--- config.mk ---
export PLATFORM = sky130hd
export DESIGN_NAME = ehi_ctrl
export DESIGN_NICKNAME = d
export VERILOG_FILES = /design/src/hdl/ehi_pkg.sv /design/src/hdl/ehi_ctrl.sv
export SDC_FILE = /design/constraint.sdc
export NUM_CORES = 1
export LEC_CHECK = 0
export ABC_AREA = 1
export BUFFER_PORTS_ARGS = -buffer_cell sky130_fd_sc_hd__buf_4
export CAP_MARGIN = 40
export CORE_UTILIZATION = 48
export CTS_CLUSTER_DIAMETER = 50
export DETAILED_ROUTE_END_ITERATION = 12
export PLACE_DENSITY_LB_ADDON = 0.1
export SETUP_SLACK_MARGIN = 0.3
export SLEW_MARGIN = 20
export SYNTH_ARGS = -nofsm -noshare
export SYNTH_HDL_FRONTEND = slang
export SYNTH_SLANG_ARGS = --single-unit
--- constraint.sdc ---
create_clock -name clk -period 1.5 [get_ports clk]
set_input_delay 0.15 -clock clk [delete_from_list [all_inputs] [get_ports clk]]
set_output_delay 0.15 -clock clk [all_outputs]
set_load 0.05 [all_outputs]
--- src/hdl/ehi_pkg.sv ---
// ----------------------------------------------------------------------------
// ehi_pkg
// Types, constants and helpers for the extendible hash index.
// ----------------------------------------------------------------------------
package ehi_pkg;

  localparam int MaxDepth       = 10;
  localparam int BucketCapacity = 8;
  localparam int NumBuckets     = 1024;
  localparam int DirSize        = 1 << MaxDepth;
  localparam int DirW           = MaxDepth;
  localparam int BktW           = $clog2(NumBuckets);
  localparam int SlotW          = $clog2(BucketCapacity);
  localparam int FillW          = $clog2(BucketCapacity + 1);
  localparam int AddrW          = BktW + SlotW;
  localparam int DepthW         = 4;
  localparam int FreeW          = BktW + 1;

  typedef enum logic [1:0] {
    ST_INSERTED = 2'd0,
    ST_MATCH    = 2'd1,
    ST_NOMATCH  = 2'd2,
    ST_FULL     = 2'd3
  } status_t;

  localparam logic OP_INSERT = 1'b0;
  localparam logic OP_LOOKUP = 1'b1;

  typedef struct packed {
    logic               operation;
    logic signed [31:0] key;
    logic        [31:0] payload;
  } in_item_t;

  typedef struct packed {
    logic [1:0]         status;
    logic signed [31:0] found_key;
    logic        [31:0] found_payload;
    logic               last;
  } out_item_t;

  // datapath commands
  typedef enum logic [3:0] {
    CMD_NONE,
    CMD_LOAD,      // latch input item
    CMD_HASH,      // compute directory index
    CMD_DIR_RD,    // issue directory read at hash index
    CMD_DIR_LAT,   // latch directory entry and fill
    CMD_APPEND,    // write record at fill slot
    CMD_DBL_RD,    // read directory entry at sweep index
    CMD_DBL_WR,    // write two copies
    CMD_SPL_INIT,  // set up split sweep
    CMD_SPL_DIR,   // rewrite one directory entry of span
    CMD_RI_RD,     // read record at sweep slot
    CMD_RI_DIR,    // read directory for that record
    CMD_RI_WR,     // write record to kept or new bucket
    CMD_LK_RD,     // read record for lookup
    CMD_LK_CHK,    // compare record, hold it when it matches
    CMD_INIT       // directory init sweep step
  } cmd_t;

  typedef struct packed {
    cmd_t cmd;
    logic emit;
    logic [1:0] emit_status;
    logic emit_rec;
    logic emit_last;
    logic init_start;
  } ctl_t;

  typedef struct packed {
    logic        is_lookup;
    logic        bkt_room;
    logic        ld_ge_gd;
    logic        gd_max;
    logic        no_free;
    logic        dbl_done;
    logic        span_done;
    logic        ri_done;
    logic        lk_done;
    logic        lk_hit;
    logic        lk_any;
    logic        init_done;
  } sts_t;

  // directory index: low bits reversed, key bit 0 is the msb of index
  function automatic logic [DirW-1:0] dir_index(input logic [31:0] k,
                                                input logic [DepthW-1:0] d);
    logic [DirW-1:0] idx;
    idx = '0;
    for (int i = 0; i < DirW; i++) begin
      if (i < int'(d)) idx[int'(d) - 1 - i] = k[i];
    end
    return idx;
  endfunction

endpackage

--- src/hdl/ehi_ctrl.sv ---
// ----------------------------------------------------------------------------
// ehi_ctrl
// Sequencer for insert, lookup, doubling, splitting and init sweeps.
// ----------------------------------------------------------------------------
module ehi_ctrl (
  input  logic          clk,
  input  logic          rst_n,
  input  logic          start,
  input  logic          cfg_we,
  input  ehi_pkg::sts_t sts,
  output ehi_pkg::ctl_t ctl,
  output logic          busy
);
  import ehi_pkg::*;

  typedef enum logic [4:0] {
    S_INIT, S_IDLE, S_HASH, S_DRD, S_DLAT, S_DEC, S_DBL_RD, S_DBL_WR,
    S_SPL_INIT, S_SPL_DIR, S_RI_RD, S_RI_DIR, S_RI_WAIT, S_RI_WR,
    S_LK_RD, S_LK_CHK, S_LK_END
  } state_t;

  state_t state_r, state_nxt;
  logic   busy_r;

  always_comb begin
    state_nxt = state_r;
    ctl = '0;
    ctl.cmd = CMD_NONE;
    unique case (state_r)
      S_INIT: begin
        ctl.cmd = CMD_INIT;
        if (sts.init_done) state_nxt = S_IDLE;
      end
      S_IDLE: if (start) begin ctl.cmd = CMD_LOAD; state_nxt = S_HASH; end
      S_HASH: begin ctl.cmd = CMD_HASH; state_nxt = S_DRD; end
      S_DRD:  begin ctl.cmd = CMD_DIR_RD; state_nxt = S_DLAT; end
      S_DLAT: begin ctl.cmd = CMD_DIR_LAT; state_nxt = S_DEC; end
      S_DEC: begin
        if (sts.is_lookup) state_nxt = S_LK_RD;
        else if (sts.bkt_room) begin
          ctl.cmd = CMD_APPEND; ctl.emit = 1'b1;
          ctl.emit_status = ST_INSERTED; ctl.emit_last = 1'b1;
          state_nxt = S_IDLE;
        end else if (sts.ld_ge_gd) begin
          if (sts.gd_max) begin
            ctl.emit = 1'b1; ctl.emit_status = ST_FULL; ctl.emit_last = 1'b1;
            state_nxt = S_IDLE;
          end else state_nxt = S_DBL_RD;
        end else if (sts.no_free) begin
          ctl.emit = 1'b1; ctl.emit_status = ST_FULL; ctl.emit_last = 1'b1;
          state_nxt = S_IDLE;
        end else state_nxt = S_SPL_INIT;
      end
      S_DBL_RD: begin ctl.cmd = CMD_DBL_RD; state_nxt = S_DBL_WR; end
      S_DBL_WR: begin
        ctl.cmd = CMD_DBL_WR;
        state_nxt = (sts.dbl_done) ? S_HASH : S_DBL_RD;
      end
      S_SPL_INIT: begin ctl.cmd = CMD_SPL_INIT; state_nxt = S_SPL_DIR; end
      S_SPL_DIR: begin
        ctl.cmd = CMD_SPL_DIR;
        if (sts.span_done) state_nxt = S_RI_RD;
      end
      S_RI_RD:   begin ctl.cmd = CMD_RI_RD; state_nxt = S_RI_DIR; end
      S_RI_DIR:  begin ctl.cmd = CMD_RI_DIR; state_nxt = S_RI_WAIT; end
      // keep the directory read address on the record's index
      S_RI_WAIT: begin ctl.cmd = CMD_RI_DIR; state_nxt = S_RI_WR; end
      S_RI_WR: begin
        ctl.cmd = CMD_RI_WR;
        state_nxt = sts.ri_done ? S_HASH : S_RI_RD;
      end
      S_LK_RD: begin
        if (sts.lk_done) state_nxt = S_LK_END;
        else begin ctl.cmd = CMD_LK_RD; state_nxt = S_LK_CHK; end
      end
      // a new match releases the one held before it
      S_LK_CHK: begin
        ctl.cmd = CMD_LK_CHK;
        if (sts.lk_hit && sts.lk_any) begin
          ctl.emit = 1'b1; ctl.emit_status = ST_MATCH; ctl.emit_rec = 1'b1;
        end
        state_nxt = S_LK_RD;
      end
      // held match goes out as the final result, else no match
      S_LK_END: begin
        ctl.emit = 1'b1; ctl.emit_last = 1'b1;
        if (sts.lk_any) begin
          ctl.emit_status = ST_MATCH; ctl.emit_rec = 1'b1;
        end else begin
          ctl.emit_status = ST_NOMATCH;
        end
        state_nxt = S_IDLE;
      end
      default: state_nxt = S_IDLE;
    endcase
    if (cfg_we) begin
      ctl.init_start = 1'b1;
      state_nxt = S_INIT;
    end
  end

  // state and registered busy
  always_ff @(posedge clk) begin
    if (!rst_n) begin
      state_r <= S_INIT;
      busy_r  <= 1'b1;
    end else begin
      state_r <= state_nxt;
      busy_r  <= (state_nxt != S_IDLE);
    end
  end

  assign busy = busy_r;

endmodule
==> results of run 1 <==
## repair_timing
| item | CTS |
|---|---|
| gates resized for setup | 32 |
| pin swaps | 18 |
| endpoints found under the setup margin | 14 |
| setup buffers | 8 |
## cell families after synthesis
group | count (synthesis) | synth area share
DFF | 6 | 0.163
AOI/OAI and AO/OA | 9 | 0.0662
and+or+nand+nor | 105 | 0.598
buffers and inverters | 31 | 0.173
## metrics by stage
| stage | std cells | worst slack (ns) | utilization |
|---|---|---|---|
| after floorplan | 151 | 0.0873 | - |
| after global placement | 194 | 0.0158 | 0.765 |
| after detailed placement | 194 | -0.0276 | 0.765 |
| after CTS | 205 | -0.125 | 0.906 |
==> results_dict.tcl, run 1 <==
set metrics [dict create \
    status "did not finish" \
    lastStage "global routing" \
    firstError "[ERROR DPL-0038] Utilization greater than 100%, impossible to legalize" \
    synthTopCellsByArea "nand2_1 (23%), nor2_1 (19%), dfxtp_1 (16%)" \
    yosys_warnings 0 \
    synth_top_area_cell "nand2_1" \
    gp_congestion 0.932 \
    synth-edff-count 0 \
    synth-main-ff-cell "dfxtp_1" \
    die_h_um 41.2 \
    ys_seq_elements 6 \
    cts_buffers 3 \
    yosys.area.top_type_share 0.234 \
    netlist_instances 151 \
    cts_max_path_buffers 2 \
    dpl.hpwl_um 1840 \
    syn_nets 167 \
    async_reset_ff_frac 0 \
    initial_utilization 0.539 \
    die_x_um 41.2 \
    yosysSeqAreaShare 0.163 \
    postSynthAreaPerCell_um2 4.88 \
    synth.most_common_cell "nand2_1" \
    synth_top_cells_by_count "nand2_1 (46), nor2_1 (37), inv_1 (27)" \
    place_area_um2 1040 \
    num_rows 13 \
    worst-ep-kind "output port" \
    grt_max_degree 10 \
    synth_cell_types 19 \
    port_buffers 26 \
    postCtsHoldBufs 0 \
    synth_area_um2 737 \
    root_buffer "clkbuf_4" \
    pin_count 27 \
    cts_sinks 6 \
    htree_levels 1 \
    grt-worst-endpoint "ctl[6]" \
]
==> run 2, diff against run 1 <==
- CORE_AREA: default -> 2 2 63 65
- CORE_UTILIZATION: 48 -> default
- CTS_CLUSTER_DIAMETER: 50 -> default
- DIE_AREA: default -> 0 0 65 67
- PLACE_DENSITY_LB_ADDON: 0.1 -> 0.15
- SETUP_SLACK_MARGIN: 0.3 -> default
==> run 2 against run 1 <==
Net effect:
- area after synthesis did not move
- the flow now finishes, with violations (negative setup slack)
- synthesized cell count unchanged
==> results_dict.tcl, run 2 <==
set metrics [dict create \
    status "finished, violations left" \
    violations "negative setup slack" \
    drc_errors 0 \
    clkSlewWorstSetupHoldPaths_ns 0.04 \
    cp_num_cells 7 \
    die_x_um 65 \
    setup_tns_ns -0.501 \
    cpLargestDelayFamily "simple AND/OR/NAND/NOR gates" \
    crit_path_start_kind "register" \
    antenna_found_initial 0 \
    via_count 1079 \
    ir_drop_v 0.000508 \
    postCtsHoldBufs 0 \
    setup_viol 8 \
    critPathBufInv 2 \
    slowest_stage "dfxtp_4" \
    ant_nets 0 \
    max-slew-margin-rel 0.775 \
    fin_nets 219 \
    drt-pass1-iter-count 4 \
    fmax_mhz 624 \
    dp.cells 233 \
    clock_skew_ns 0.00668 \
    clk_latency_ns 0.23 \
    hold_ws_ns 0.206 \
    cts_max_path_buffers 2 \
    path_cells "nor2_4, buf_4, nand3_2, nand2_2, nor3_2, nand4_1, buf_6" \
    diodes 0 \
    yosys_warnings 0 \
    gp_congestion 0.877 \
    rsz0062_at_grt "true" \
    fin_crit_sh 1.07 \
    top_register "state_r" \
    hold_depth 3 \
    grt_first_pass_wirelength_um 4370 \
    cts_tree "yes" \
    grt_overflow_total 0 \
    required_ns 1.35 \
    crit_type "register to output pin" \
    htree_levels 1 \
    synth_area_um2 737 \
    cts_sinks 6 \
    dp_slack_ns -0.0521 \
    dpl.hpwl_um 2100 \
    drt_iter0_drc 25 \
    slew_viol_final 0 \
    met2_length_um 1510 \
    root_buffer "clkbuf_8" \
    netlist_instances 151 \
    final_common_cell "buf_4" \
    highest_layer "met4" \
    cap_violations 0 \
    synth_top_cells_by_count "nand2_1 (46), nor2_1 (37), inv_1 (27)" \
    synth_cell_types 19 \
    die_h_um 67 \
    worst_pin_slew_ns 0.334 \
    wl_um 2830 \
    grt_pass1_vias 1062 \
    final_cells 249 \
    met1_length_um 1130 \
    postSynthAreaPerCell_um2 4.88 \
    yosys.area.top_type_share 0.234 \
    place_area_um2 1070 \
    num_rows 22 \
    die-area_um2 4360 \
    fin_area_um2 1520 \
    synth.most_common_cell "nand2_1" \
    synthTopCellsByArea "nand2_1 (23%), nor2_1 (19%), dfxtp_1 (16%)" \
    ys_seq_elements 6 \
    setup_ws_ns -0.103 \
    synth-edff-count 0 \
    core-area_um2 3610 \
    drive_gt1_frac 0.582 \
    hold_viol 0 \
    end_kind "output pin" \
    p_leak_nw 0.821 \
    initial_utilization 0.204 \
    crit_fanout 5 \
    total_power_uw 583 \
    r2r_cells 10 \
    hold_class "primary input to register" \
    syn_nets 167 \
    routedWlPerCell_um 11.4 \
    p_per_area_nw_per_um2 382 \
    route.met3.wl_um 140 \
    pin_count 27 \
    synth-main-ff-cell "dfxtp_1" \
    grt_max_degree 9 \
    nFillCells 387 \
    via_per_inst 4.33 \
    yosysSeqAreaShare 0.163 \
    largest_register_ffs 5 \
    final_util 0.423 \
    critPathArrivalTime_ns 1.45 \
    period_needed_ns 1.60 \
    track_usage 0.129 \
    cts_buffers 3 \
    r2r_slack_ns 0.04 \
    syn_to_final_growth_pct 107 \
    port_buffers 26 \
    max_stage_delay_ns 0.40 \
    synth_top_area_cell "nand2_1" \
    async_reset_ff_frac 0 \
    final_cell_mix "buf_4 (36), nand2_1 (31), inv_1 (19)" \
]
[run 2: worst register-to-register path: stages (launching register included)]
cell     delay, ns
dfxtp_4       0.43
inv_8         0.07
nand3_4       0.10
nor2_4        0.06
nor2_4        0.13
nand2_2       0.08
buf_6         0.12
nor2_4        0.09
nand2_2       0.07
o21ai_2       0.14
nand2_1       0.06
[run 2: cells by family (layout without fill, tap and decap cells)]
group | after synthesis | count (layout) | share of synthesized area
flip-flops | 6 | 6 | 0.163
AND/OR/NAND/NOR | 105 | 105 | 0.598
buffers and inverters | 31 | 81 | 0.173
AO/OA/AOI/OAI | 9 | 9 | 0.0662
[run 2: worst paths after layout]
path / start / endpoint
worst max-delay path: state_r[3] / ctl[6]
worst min-delay path: rst_n / state_r[1]
worst max register to register: state_r[4] / busy
worst min register to register: state_r[1] / busy
[run 2: cell type report]
| type | count | area [µm²] | area share |
|---|---|---|---|
| Inverter | 29 | 116 | 0.0764 |
| Clock buffer | 3 | 41.3 | 0.0271 |
| Timing Repair Buffer | 49 | 424 | 0.278 |
| Sequential cell | 6 | 139 | 0.0911 |
| Multi-Input combinational cell | 114 | 743 | 0.488 |
| Tap cell | 48 | 60.1 | 0.0394 |
[run 2: routing by layer]
layer	vias up	track usage
met4	0	0.0399
met2	36	0.259
li1	560	-
met3	6	0.0152
met5	-	0
met1	477	0.139
[run 2: where the power goes]
part           internal (mW)  switching, mW
clock network          0.173         0.0730
registers              0.156        0.00807
logic                 0.0754         0.0973
total                  0.404          0.178
[run 2: what timing repair did]
action,CTS,global route
cloned,0,0
pin swaps,22,22
endpoints found under the setup margin,11,13
buffers inserted,9,7
gates resized for setup,70,29
No activity file was read; power rests on OpenSTA's default activity.
==> run 3, diff against run 2 <==
- TNS_END_PERCENT: default -> 50
- clock period: 1.5 -> 1.6 ns (I/O delays scaled with it)
==> run 3 against run 2 <==
Net effect:
- the flow still finishes with violations (negative setup slack)
- first-iteration DRC count down 40%
- cell count shrank 4.0%
- non-clock buffer count shrank 10
- critical path depth unchanged
- via count fell by 4.8%
- total power is 8.9% lower
- die area unchanged
- sequential power shrank 8%
- clock skew shrank 0.0028 ns
- clock power shrank 7%
- critical path type unchanged
- largest power group unchanged
==> results_dict.tcl, run 3 (synthesis gave the netlist of run 2 again) <==
set metrics [dict create \
    status "finished, violations left" \
    violations "negative setup slack" \
    hold_viol 0 \
    core-area_um2 3610 \
    die_x_um 65 \
    drt-pass1-iter-count 3 \
    fin_crit_sh 1.00 \
    total_power_uw 531 \
    crit_fanout 5 \
    setup_ws_ns -0.00110 \
    wl_um 2590 \
    die_h_um 67 \
    cts_max_path_buffers 2 \
    slew_viol_final 0 \
    rsz0062_at_grt "true" \
    final_common_cell "nand2_1" \
    largest_register_ffs 5 \
    grt_max_degree 10 \
    root_buffer "clkbuf_8" \
    setup_tns_ns -0.00155 \
    port_buffers 26 \
    htree_levels 1 \
    diodes 0 \
    drt_iter0_drc 15 \
    cts_buffers 3 \
    clk_latency_ns 0.23 \
    grt_pass1_vias 971 \
    crit_path_start_kind "register" \
    fmax_mhz 625 \
    dp.cells 227 \
    die-area_um2 4360 \
    grt_overflow_total 0 \
    period_needed_ns 1.60 \
    syn_to_final_growth_pct 81.3 \
    setup_viol 2 \
    worst_pin_slew_ns 0.310 \
    clkSlewWorstSetupHoldPaths_ns 0.04 \
    pin_count 27 \
    postCtsHoldBufs 0 \
    gp_congestion 0.883 \
    max-slew-margin-rel 0.791 \
    grt_first_pass_wirelength_um 3990 \
    max_stage_delay_ns 0.38 \
    via_count 1027 \
    crit_type "register to output pin" \
    ant_nets 0 \
    cpLargestDelayFamily "simple AND/OR/NAND/NOR gates" \
    hold_ws_ns 0.209 \
    cts_sinks 6 \
    track_usage 0.119 \
    routedWlPerCell_um 10.9 \
    path_cells "inv_4, buf_4, nand3_2, nand2_2, nor3_2, nand4_1, buf_6" \
    p_per_area_nw_per_um2 397 \
    num_rows 22 \
    final_cell_mix "nand2_1 (34), buf_4 (29), nor2_1 (23)" \
    clock_skew_ns 0.00390 \
    required_ns 1.44 \
    drc_errors 0 \
    ir_drop_v 0.000556 \
    dpl.hpwl_um 2060 \
    critPathArrivalTime_ns 1.44 \
    cap_violations 0 \
    antenna_found_initial 0 \
    cts_tree "yes" \
    dp_slack_ns -0.0955 \
    final_cells 239 \
    drive_gt1_frac 0.482 \
    top_register "state_r" \
    p_leak_nw 0.750 \
    via_per_inst 4.30 \
    fin_nets 209 \
    critPathBufInv 3 \
    end_kind "output pin" \
    initial_utilization 0.204 \
    slowest_stage "dfxtp_4" \
    hold_class "primary input to register" \
]
run 3: worst paths after layout:
check | slack [ns] | from | end | depth (start not counted)
hold reg to reg | 0.82 | state_r[2] | state_r[4] | 5
hold / removal | 0.21 | cfg_we | state_r[0] | 4
setup / recovery | -0.001 | state_r[4] | ctl[6] | 7
setup reg to reg | 0.16 | state_r[0] | busy | 12
run 3: area by class of cell:
cell class                 count  area (µm²)
fill                         398        2270
multi-input combinational    114         654
sequential                     6         139
clock buffer                   3        41.3
inverter                      29         111
tap                           48        60.1
timing repair buffer          39         330
run 3: worst reg2reg max path, cell delays in order, from the launching register on:
cell	delay [ns]
dfxtp_4	0.37
buf_6	0.13
nand2_2	0.06
inv_2	0.03
nand3_2	0.08
inv_2	0.06
buf_4	0.13
nand2_1	0.04
nand2_1	0.05
nor2_1	0.09
nand2_1	0.09
o21ai_1	0.14
nand2_1	0.07
run 3: power by group:
group | internal (mW) | total [mW] | switching (mW) | leakage (nW)
logic | 0.0628 | 0.150 | 0.0872 | 0.676
registers | 0.146 | 0.151 | 0.00493 | 0.0526
clock network | 0.162 | 0.230 | 0.0678 | 0.0216
total | 0.371 | 0.531 | 0.160 | 0.750
run 3: repair_timing:
| item | 4_1_cts | 5_1_grt |
|---|---|---|
| setup endpoints to repair | 10 | 8 |
| buffers inserted | 6 | 4 |
| resized for setup | 41 | 30 |
| pin swaps | 8 | 12 |
| gates cloned | 0 | 0 |
run 3: through the flow:
stage          utilization  area, µm²
2_1_floorplan            -        754
3_3_place_gp         0.283       1020
3_5_place_dp         0.283       1020
4_1_cts              0.337       1220
5_1_grt              0.371       1340
6_report             0.371       1340
run 3: routing by layer:
metal  up-vias  GRT usage  part of all wire
met5         -          0                 0
met4         0     0.0505             0.020
met3         4     0.0101             0.043
met2        30      0.231              0.50
met1       453      0.130              0.43
li1        540          -                 -
